`src/npc_pkg.sv`:
```
// Package: palette table, widths, types and helpers for the nearest palette colour block
package npc_pkg;

  localparam int PALETTE_SIZE = 20;
  localparam int TABLE_LEN    = 20;
  localparam int NUM_ENTRIES  = (PALETTE_SIZE > TABLE_LEN) ? TABLE_LEN :
                                ((PALETTE_SIZE < 1) ? 1 : PALETTE_SIZE);

  localparam int CH_W   = 8;
  localparam int SQ_W   = 2 * CH_W;
  localparam int DIST_W = 18;
  localparam int IDX_W  = 5;

  localparam int TREE_LVLS  = $clog2(NUM_ENTRIES);
  localparam int PIPE_DEPTH = TREE_LVLS + 3;

  typedef logic [CH_W-1:0]   chan_t;
  typedef logic [SQ_W-1:0]   sq_t;
  typedef logic [DIST_W-1:0] dist_t;
  typedef logic [IDX_W-1:0]  idx_t;

  typedef struct packed {
    chan_t r;
    chan_t g;
    chan_t b;
  } rgb_t;

  localparam rgb_t PALETTE [TABLE_LEN] = '{
    '{8'd255, 8'd0,   8'd0  }, '{8'd0,   8'd255, 8'd0  },
    '{8'd0,   8'd0,   8'd255}, '{8'd255, 8'd255, 8'd0  },
    '{8'd0,   8'd255, 8'd255}, '{8'd255, 8'd0,   8'd255},
    '{8'd255, 8'd255, 8'd255}, '{8'd0,   8'd0,   8'd0  },
    '{8'd255, 8'd165, 8'd0  }, '{8'd128, 8'd0,   8'd128},
    '{8'd255, 8'd192, 8'd203}, '{8'd50,  8'd205, 8'd50 },
    '{8'd0,   8'd128, 8'd128}, '{8'd0,   8'd0,   8'd128},
    '{8'd128, 8'd0,   8'd0  }, '{8'd128, 8'd128, 8'd0  },
    '{8'd128, 8'd128, 8'd128}, '{8'd192, 8'd192, 8'd192},
    '{8'd139, 8'd69,  8'd19 }, '{8'd255, 8'd215, 8'd0  }
  };

  // Candidates left after lvl halving steps of the minimum tree
  function automatic int level_count(int lvl);
    return (NUM_ENTRIES + (1 << lvl) - 1) >> lvl;
  endfunction

  function automatic sq_t sq_diff(chan_t a, chan_t b);
    chan_t d;
    d = (a >= b) ? (a - b) : (b - a);
    return {{CH_W{1'b0}}, d} * {{CH_W{1'b0}}, d};
  endfunction

endpackage

```
`src/npc_if.sv`:
```
// Interfaces: colour item channel and palette match result channel
interface npc_in_if import npc_pkg::*; ();
  logic  valid;
  logic  ready;
  chan_t red;
  chan_t green;
  chan_t blue;

  modport source (output valid, output red, output green, output blue, input ready);
  modport sink   (input valid, input red, input green, input blue, output ready);
endinterface

interface npc_out_if import npc_pkg::*; ();
  logic  valid;
  logic  ready;
  idx_t  palette_index;
  dist_t min_distance;

  modport source (output valid, output palette_index, output min_distance, input ready);
  modport sink   (input valid, input palette_index, input min_distance, output ready);
endinterface

```
`src/npc_dist.sv`:
```
// Distance pipeline: per-entry squared channel differences, then their sums
module npc_dist import npc_pkg::*; (
  input  logic  clk,
  input  logic  rst_n,
  input  logic  in_valid,
  output logic  in_ready,
  input  rgb_t  in_rgb,
  output logic  dist_valid,
  input  logic  dist_ready,
  output dist_t entry_dist [NUM_ENTRIES]
);

  logic  sq_valid_r;
  logic  sq_ready;
  sq_t   sq_r_r   [NUM_ENTRIES];
  sq_t   sq_g_r   [NUM_ENTRIES];
  sq_t   sq_b_r   [NUM_ENTRIES];
  sq_t   sq_r_nxt [NUM_ENTRIES];
  sq_t   sq_g_nxt [NUM_ENTRIES];
  sq_t   sq_b_nxt [NUM_ENTRIES];
  logic  sum_valid_r;
  dist_t sum_r    [NUM_ENTRIES];
  dist_t sum_nxt  [NUM_ENTRIES];

  assign sq_ready = !sum_valid_r || dist_ready;
  assign in_ready = !sq_valid_r || sq_ready;

  always_comb begin
    for (int k = 0; k < NUM_ENTRIES; k++) begin
      sq_r_nxt[k] = sq_diff(in_rgb.r, PALETTE[k].r);
      sq_g_nxt[k] = sq_diff(in_rgb.g, PALETTE[k].g);
      sq_b_nxt[k] = sq_diff(in_rgb.b, PALETTE[k].b);
      sum_nxt[k]  = DIST_W'(sq_r_r[k]) + DIST_W'(sq_g_r[k]) + DIST_W'(sq_b_r[k]);
    end
  end

  always_ff @(posedge clk) begin
    if (!rst_n) begin
      sq_valid_r  <= 1'b0;
      sum_valid_r <= 1'b0;
    end else begin
      if (in_ready) sq_valid_r <= in_valid;
      if (sq_ready) sum_valid_r <= sq_valid_r;
    end
  end

  always_ff @(posedge clk) begin
    if (in_ready && in_valid) begin
      sq_r_r <= sq_r_nxt;
      sq_g_r <= sq_g_nxt;
      sq_b_r <= sq_b_nxt;
    end
    if (sq_ready && sq_valid_r) begin
      sum_r <= sum_nxt;
    end
  end

  assign dist_valid = sum_valid_r;
  assign entry_dist = sum_r;

endmodule

```
`src/npc_min_tree.sv`:
```
// Registered pairwise minimum tree over the entry distances, lower index kept on ties
module npc_min_tree import npc_pkg::*; (
  input  logic  clk,
  input  logic  rst_n,
  input  logic  in_valid,
  output logic  in_ready,
  input  dist_t in_dist [NUM_ENTRIES],
  output logic  out_valid,
  input  logic  out_ready,
  output idx_t  out_idx,
  output dist_t out_dist
);

  dist_t lvl_dist [TREE_LVLS+1][NUM_ENTRIES];
  idx_t  lvl_idx  [TREE_LVLS+1][NUM_ENTRIES];
  logic  lvl_vld  [TREE_LVLS+1];
  logic  lvl_rdy  [TREE_LVLS+1];

  genvar l, i;

  generate
    for (i = 0; i < NUM_ENTRIES; i++) begin : g_leaf
      assign lvl_dist[0][i] = in_dist[i];
      assign lvl_idx[0][i]  = IDX_W'(i);
    end

    for (l = 1; l <= TREE_LVLS; l++) begin : g_lvl
      localparam int CNT  = level_count(l);
      localparam int PCNT = level_count(l - 1);

      logic  v_r;
      dist_t d_r   [CNT];
      idx_t  i_r   [CNT];
      dist_t d_nxt [CNT];
      idx_t  i_nxt [CNT];

      for (i = 0; i < CNT; i++) begin : g_pair
        if (2 * i + 1 < PCNT) begin : g_cmp
          logic pick_hi;
          // upper entry only wins when strictly closer
          assign pick_hi  = lvl_dist[l-1][2*i+1] < lvl_dist[l-1][2*i];
          assign d_nxt[i] = pick_hi ? lvl_dist[l-1][2*i+1] : lvl_dist[l-1][2*i];
          assign i_nxt[i] = pick_hi ? lvl_idx[l-1][2*i+1]  : lvl_idx[l-1][2*i];
        end else begin : g_pass
          assign d_nxt[i] = lvl_dist[l-1][2*i];
          assign i_nxt[i] = lvl_idx[l-1][2*i];
        end
      end

      always_ff @(posedge clk) begin
        if (!rst_n) begin
          v_r <= 1'b0;
        end else if (lvl_rdy[l-1]) begin
          v_r <= lvl_vld[l-1];
        end
      end

      always_ff @(posedge clk) begin
        if (lvl_rdy[l-1] && lvl_vld[l-1]) begin
          d_r <= d_nxt;
          i_r <= i_nxt;
        end
      end

      assign lvl_rdy[l-1] = !v_r || lvl_rdy[l];
      assign lvl_vld[l]   = v_r;

      for (i = 0; i < NUM_ENTRIES; i++) begin : g_out
        if (i < CNT) begin : g_used
          assign lvl_dist[l][i] = d_r[i];
          assign lvl_idx[l][i]  = i_r[i];
        end else begin : g_unused
          assign lvl_dist[l][i] = '0;
          assign lvl_idx[l][i]  = '0;
        end
      end
    end
  endgenerate

  assign lvl_vld[0]         = in_valid;
  assign in_ready           = lvl_rdy[0];
  assign lvl_rdy[TREE_LVLS] = out_ready;
  assign out_valid          = lvl_vld[TREE_LVLS];
  assign out_idx            = lvl_idx[TREE_LVLS][0];
  assign out_dist           = lvl_dist[TREE_LVLS][0];

endmodule

```
`src/nearest_palette_color_core.sv`:
```
// Top level: nearest palette colour match by squared Euclidean distance
// Takes one RGB item per clock when not stalled and returns the index of the closest
// of the 20 fixed palette entries with its squared distance; on equal distances the
// lower index wins. The stages are one of channel squares, one of per-entry sums,
// one per level of the pairwise minimum tree and the output register. A new item is
// taken every cycle while nothing stalls; each stage has its own valid bit and
// stalls only when full and blocked downstream, so output back-pressure fills bubbles
// before it reaches the input.
module nearest_palette_color_core import npc_pkg::*; (
  input logic        clk,
  input logic        rst_n,
  npc_in_if.sink     in_item,
  npc_out_if.source  out_item
);

  rgb_t  in_rgb;
  logic  dist_valid;
  logic  dist_ready;
  dist_t entry_dist [NUM_ENTRIES];
  logic  best_valid;
  logic  best_ready;
  idx_t  best_idx;
  dist_t best_dist;

  logic  out_valid_r;
  idx_t  out_idx_r;
  dist_t out_dist_r;

  assign in_rgb = '{r: in_item.red, g: in_item.green, b: in_item.blue};

  npc_dist u_dist (
    .clk        (clk),
    .rst_n      (rst_n),
    .in_valid   (in_item.valid),
    .in_ready   (in_item.ready),
    .in_rgb     (in_rgb),
    .dist_valid (dist_valid),
    .dist_ready (dist_ready),
    .entry_dist (entry_dist)
  );

  npc_min_tree u_min_tree (
    .clk       (clk),
    .rst_n     (rst_n),
    .in_valid  (dist_valid),
    .in_ready  (dist_ready),
    .in_dist   (entry_dist),
    .out_valid (best_valid),
    .out_ready (best_ready),
    .out_idx   (best_idx),
    .out_dist  (best_dist)
  );

  assign best_ready = !out_valid_r || out_item.ready;

  always_ff @(posedge clk) begin
    if (!rst_n) begin
      out_valid_r <= 1'b0;
    end else if (best_ready) begin
      out_valid_r <= best_valid;
    end
  end

  always_ff @(posedge clk) begin
    if (best_ready && best_valid) begin
      out_idx_r  <= best_idx;
      out_dist_r <= best_dist;
    end
  end

  assign out_item.valid         = out_valid_r;
  assign out_item.palette_index = out_idx_r;
  assign out_item.min_distance  = out_dist_r;

endmodule

```
`src/flat_wrapper.sv`:
```
// flat-port wrapper written by rule: the top's interface ports become plain ports
module nearest_palette_color_core_flat import npc_pkg::*;
  (clk, rst_n, in_item_valid, in_item_red, in_item_green, in_item_blue, in_item_ready, out_item_valid, out_item_palette_index, out_item_min_distance, out_item_ready);
  npc_in_if in_item_i ();
  npc_out_if out_item_i ();
  input logic clk;
  input logic rst_n;
  input wire logic [$bits(in_item_i.valid)-1:0] in_item_valid;
  input wire logic [$bits(in_item_i.red)-1:0] in_item_red;
  input wire logic [$bits(in_item_i.green)-1:0] in_item_green;
  input wire logic [$bits(in_item_i.blue)-1:0] in_item_blue;
  output wire logic [$bits(in_item_i.ready)-1:0] in_item_ready;
  output wire logic [$bits(out_item_i.valid)-1:0] out_item_valid;
  output wire logic [$bits(out_item_i.palette_index)-1:0] out_item_palette_index;
  output wire logic [$bits(out_item_i.min_distance)-1:0] out_item_min_distance;
  input wire logic [$bits(out_item_i.ready)-1:0] out_item_ready;
  assign in_item_i.valid = in_item_valid;
  assign in_item_i.red = in_item_red;
  assign in_item_i.green = in_item_green;
  assign in_item_i.blue = in_item_blue;
  assign in_item_ready = in_item_i.ready;
  assign out_item_valid = out_item_i.valid;
  assign out_item_palette_index = out_item_i.palette_index;
  assign out_item_min_distance = out_item_i.min_distance;
  assign out_item_i.ready = out_item_ready;
  nearest_palette_color_core u_core (.clk(clk), .rst_n(rst_n), .in_item(in_item_i), .out_item(out_item_i));
endmodule
```
`config.mk`:
```
export PLATFORM = sky130hd
export DESIGN_NAME = nearest_palette_color_core_flat
export DESIGN_NICKNAME = d
export VERILOG_FILES = /design/src/npc_pkg.sv /design/src/npc_if.sv /design/src/npc_dist.sv /design/src/npc_min_tree.sv /design/src/nearest_palette_color_core.sv /design/src/flat_wrapper.sv
export SDC_FILE = /design/constraint.sdc
export NUM_CORES = 2
export LEC_CHECK = 0
export BUFFER_PORTS_ARGS = -buffer_cell sky130_fd_sc_hd__buf_4
export CORE_UTILIZATION = 45
export CTS_CLUSTER_SIZE = 14
export DETAILED_ROUTE_END_ITERATION = 16
export SYNTH_ARGS = -nofsm -noshare
export SYNTH_HDL_FRONTEND = slang
export SYNTH_SLANG_ARGS = --single-unit
```
`constraint.sdc`:
```
create_clock -name clk -period 21 [get_ports clk]
set_input_delay 4.2 -clock clk [delete_from_list [all_inputs] [get_ports clk]]
set_output_delay 4.2 -clock clk [all_outputs]
set_load 0.02 [all_outputs]
```
# Yosys cells after proc, flatten, opt, wreduce, memory -nomap -nowiden
# Index checks and enable logic that the tools add are counted.
word_totals:
  elab_cells: 309
  memories: 0
  latchBits: 0
  regBits: 1210
  ramBits: 0
  romBits: 0
  output_inout_bits: 25
op_classes:
  n_mux: 59
  n_mul: 21
  add_sub_neg: 72
  order_cmp: 40
  n_bitwise: 0
  n_reduce_logical: 24
  eq_ne: 0
  n_div: 0
  n_shift: 0
op_table:
  columns: ["operator", "count"]
  rows:
  - ["18-bit less-than comparator", 19]
  - ["18-bit 2-to-1 mux", 19]
  - ["8-bit by 8-bit multiplier with 16-bit output", 21]
  - ["17-bit by 16-bit adder with 18-bit output", 15]
  - ["16-bit by 16-bit adder with 17-bit output", 13]
  - ["8-bit 2-to-1 mux", 21]
  - ["8-bit greater-or-equal comparator (second input constant)", 14]
  - ["8-bit subtractor (first input constant)", 14]
  - ["8-bit subtractor (second input constant)", 14]
  - ["18-bit by 16-bit adder with 18-bit output", 5]
  - ["5-bit 2-to-1 mux", 9]
  - ["8-bit by 1-bit greater-or-equal comparator with 1-bit output (second input constant)", 3]
  - ["1-bit by 8-bit subtractor with 8-bit output (first input constant)", 3]
  - ["8-bit by 6-bit greater-or-equal comparator with 1-bit output (second input constant)", 2]
  - ["6-bit by 8-bit subtractor with 8-bit output (first input constant)", 2]
  - ["8-bit by 6-bit subtractor with 8-bit output (second input constant)", 2]
  - ["1-bit 2-to-1 mux", 10]
  - ["8-bit by 5-bit greater-or-equal comparator with 1-bit output (second input constant)", 1]
  - ["8-bit by 7-bit greater-or-equal comparator with 1-bit output (second input constant)", 1]
  - ["1-bit logical AND", 8]
  - ["1-bit zero test", 8]
  - ["1-bit logical OR", 8]
  - ["5-bit by 8-bit subtractor with 8-bit output (first input constant)", 1]
  - ["7-bit by 8-bit subtractor with 8-bit output (first input constant)", 1]
  - ["2 further kinds", 2]

# Logic depth before layout (Yosys ltp)
logic_depth:
  ltp_word: 10
  depth_mapped: 30
  depth_no_buf: 26

# Hierarchy
# From an unflattened synthesis, not the netlist that was laid out.
hier_totals:
  cells_unflattened: 9232
  area_unflattened_um2: 98842.3
modules_own_cells:
  columns: ["module", "seq_area_each_um2", "cells_each", "area_each_um2", "instances"]
  rows:
  - ["npc_dist", 19198.4, 7245, 72971.2, 1]
  - ["npc_min_tree", 12622.1, 1959, 25122.8, 1]
  - ["nearest_palette_color_core", 710.7, 28, 748.2, 1]

# Worst setup path before layout
# OpenSTA, ideal clock, no wires.
synth_timing:
  path_type: "input port to flip-flop"
  from: "input port out_item_ready"
  to: "register u_core.u_dist.sum_r, in the netlist u_core.u_dist.entry_dist[0] (enable)"
  required_time_ns: 19.909
  cell_stages: 5
  path_slack_ns: -0.032
  setup_time_ns: 1.091
  t_arrival_ns: 19.940
  n_path_buf: 0
  cell_sequence: "nor2b_1 > and3_1 > and3_1 > and3_1 > nor2b_1"
synth_via:
  elab_chain_cells: 8
synth_rtl:
  columns: ["element", "line_no", "source"]
  rows:
  - ["from (decl)", "flat_wrapper.sv:16", "input wire logic [$bits(out_item_i.ready)-1:0] out_item_ready;"]
  - ["1-bit logical OR", "nearest_palette_color_core.sv:54", "assign best_ready = !out_valid_r || out_item.ready;"]
  - ["1-bit logical OR (5 in series)", "npc_min_tree.sv:65", "assign lvl_rdy[l-1] = !v_r || lvl_rdy[l];"]
  - ["1-bit logical OR", "npc_dist.sv:25", "assign sq_ready = !sum_valid_r || dist_ready;"]
  - ["1-bit logical AND", "npc_dist.sv:53", "if (sq_ready && sq_valid_r) begin"]
  - ["to (signal assigned)", "npc_dist.sv:54", "sum_r <= sum_nxt;"]
  - ["to (decl)", "npc_dist.sv:22", "dist_t sum_r [NUM_ENTRIES];"]
# No other way between the ends.
# A chain may end at the register's enable or synchronous reset.

==> flow_summary_export.csv <==
group,metric,value,unit
status,status,"finished, final reports clean",
critical_path,max_stage_delay,0.87,ns
final_layout,area_delta_synth_final,8.65,%
critical_path,crit_path_frequent_cell,"fa_1",
routing,vias_per_cell,5.58,
final_layout,drive_above_1_share,0.0755,
clock_network,clock_path_buffers,3,
placement,dpl.hpwl,236,mm
yosys,synth_warnings,0,
critical_path,end_kind,"flip-flop",
sta,drv_slew,0,
yosys,ys_seq_area_frac,0.322,
placement,gp_congestion,0.956,
critical_path,r2r_slack,15.19,ns
global_route,antenna_found_initial,19,
critical_path,required,21.56,ns
clock_network,hold_buffers,0,
global_route,grt_pass1_wl,438,mm
clock_network,post_cts_buffers,0,
clock_network,cts_tree,"built",
critical_path,path_cells,"buf_4 -> clkinv_1 -> ha_1 -> a21o_1 -> o21ai_0 -> a21oi_1 -> a21o_1 -> xnor2_1 -> or2_2 -> fa_1 -> inv_1 -> fa_1 -> fa_1 -> inv_1 -> fa_1 -> inv_1 -> ha_1 -> o41ai_1 -> o21ai_0 -> o41ai_1 -> xnor2_1",
die,die_w,475,µm
routing,drt_pass1_iterations,14,
critical_path,arrival,11.35,ns
sta,final-hold-violation-count,0,
sta,tightest_slew,1.36,ns
global_route,grt_max_degree,77,
sta,maxSlewHeadroom,0.0909,
sta,max_freq,0.0927,GHz
routing,wl_per_cell,22.6,µm
clock_network,cts.sinks,1084,
clock_network,cts.clk_slew.worst_paths,0.06,ns
yosys,ys_dominant_reg_cell,"edfxtp_1",
worst_hold_path,hold_class,"reg -> reg",
routing,vias,72300,
critical_path,worst_path_max_delay_cell,"o21ai_0",
placement,io_buffers,52,
critical_path,criticalPathCategory,"in -> reg",
clock_network,clk_latency,0.83,ns
clock_network,cts_inserted_buffers,132,
critical_path,startpoint_type,"input pin",
yosys,avgSynthCellArea,10.4,µm²
global_route,grt.total_usage,0.260,
yosys,syn_inst,9737,
sta,rsz0062_at_grt,"false",
job,drv_cap,0,
sta,fin_crit,10.79,ns
routing,routed_wl,293,mm
die,initial_utilization,0.453,
critical_path,critPathMaxFanout,21,
die,rows,173,
sta,post-route-period-util,0.514,
clock_network,cts-root-buf,"clkbuf_16",
die,die_h,475,µm
yosys,synth_edf_count,1076,
routing,postRouteAntennaNets,0,
clock_network,post_cts_resized,0,
final_layout,nNetsFinal,11900,
yosys,yosysUniqueCellTypes,96,
sta,setup_viol,0,
die,pin_count,53,
final_layout,nFillCells,20200,
global_route,grt_pass1_vias,71500,
yosys,synth_area,101000,µm²
sta,fin_worst_skew,0.0501,ns
yosys,ys_ff_latch,1084,
sta,fin_tns_setup,0,ns
global_route,globalRouteOverflowTotal,0,
yosys,synthArstFlopShare,0,
die,dieArea,226000,µm²
routing,route.detailed.drc,0,
routing,drt-initial-drc-count,5917,
die,core,223000,µm²
clock_network,htreeDepth,4,
==> critical path: cells and delay by family <==
family | cells | cell delay, ns
buffers and inverters | 5 | 1.02
XOR/XNOR | 2 | 0.84
AO/OA/AOI/OAI | 7 | 2.45
adder cells (fa/ha/maj) | 6 | 2.55
AND/OR/NAND/NOR | 1 | 0.25
==> routing by layer <==
layer	routed length, µm	track usage	share of wire
met5	78	0	0.00027
met4	20300	0.155	0.069
met3	15800	0.0329	0.054
met2	136000	0.429	0.46
met1	121000	0.326	0.41
==> placed cells by master, fill, tap and decap left out, drive strengths merged, types with 64 or more instances in the layout <==
cell    Yosys  layout
nand4      68      68
buf        69     143
a31oi      70      70
a21o      250     250
or2        70      70
edfxtp   1076    1076
fa        644     644
and2       79      79
mux2      265     265
nor2      807     807
ha       1352    1352
o21bai     64      64
nand3     231     231
nor2b      93      93
xor2      183     183
o21ai     312     312
nor3b      84      84
nor3      134     134
nand2b    131     131
and3       69      69
clkbuf    141     148
o21a       95      95
nand2     413     413
xnor2     570     570
inv      1330    1346
a21oi     530     530
==> registers in the layout (all words and copies together), names as in the netlist <==
| name | flops |
|---|---|
| u_core.u_dist.dist_valid | 1 |
| u_core.out_item.valid | 1 |
| u_core.u_min_tree.g_lvl.d_r | 360 |
| u_core.out_item.palette_index | 5 |
| u_core.u_min_tree.out_idx | 5 |
| u_core.u_dist.entry_dist | 341 |
| u_core.u_min_tree.g_lvl.i_r | 34 |
| u_core.u_dist.sq_g_r | 113 |
| u_core.u_min_tree.out_valid | 1 |
| u_core.u_dist.sq_valid_r | 1 |
| u_core.out_item.min_distance | 18 |
| u_core.u_dist.sq_r_r | 84 |
| u_core.u_dist.sq_b_r | 98 |
| u_core.u_min_tree.out_dist | 18 |
| u_core.u_min_tree.g_lvl.v_r | 4 |
==> logic make-up after synthesis <==
| logic type | synth area share |
|---|---|
| xor+xnor | 0.0662 |
| flops | 0.322 |
| mux | 0.0328 |
| fa+ha+maj | 0.296 |
| other cells | 0.0000745 |
| compound gates | 0.116 |
| simple gates | 0.109 |
| buf+inv | 0.0585 |
==> final timing paths <==
check             depth (start not counted)                                end                         startpoint
setup reg to reg                          9       u_core.u_dist.entry_dist[99]              u_core.out_item.valid
setup / recovery                         21          u_core.u_dist.sq_b_r[159]                    in_item_blue[2]
hold reg to reg                           0  u_core.u_min_tree.g_lvl[4].d_r[1]  u_core.u_min_tree.g_lvl[3].d_r[1]
hold / removal                            0  u_core.u_min_tree.g_lvl[4].d_r[1]  u_core.u_min_tree.g_lvl[3].d_r[1]
==> synthesized netlist by cell type (131+ instances only) <==
master    number  area (µm²)
nand3_1      231        1160
fa_1         644       12900
a21o_1       249        1870
clkbuf_1     140         526
a21oi_1      527        2640
nor3_1       134         671
nand2b_1     131         820
nand2_1      413        1550
xnor2_1      562        4920
edfxtp_1    1076       32300
nor2_1       801        3010
xor2_1       183        1600
o21ai_0      299        1500
ha_1        1352       16900
inv_1       1325        4970
mux2_2       257        2890
==> final cells by class <==
cell class	count	area, µm²	share of cell area
repair buffers	143	1070	0.00980
clock inverters	90	1030	0.00940
clock buffers	148	3390	0.0310
well taps	2975	3720	0.0340
multi-input cells	7164	62800	0.573
inverters	1339	5030	0.0459
flip-flops and latches	1084	32500	0.296
diodes	11	27.5	0.000251
==> per-stage QoR <==
step	util	area [µm²]	cells	hold slack [ns]	setup WS [ns]
finish	0.492	110000	13000	0.416	10.21
global route	0.492	110000	12900	0.422	9.64
CTS	0.492	110000	12900	0.419	10.34
detailed placement	0.472	105000	12700	0.405	9.45
global placement	0.472	105000	12700	0.400	9.70
floorplan	-	101000	9797	0.400	0.851
Power is left out: the tool's default activity adds up to more than one toggle a clock period on the data nets, which glitch-free logic cannot reach.
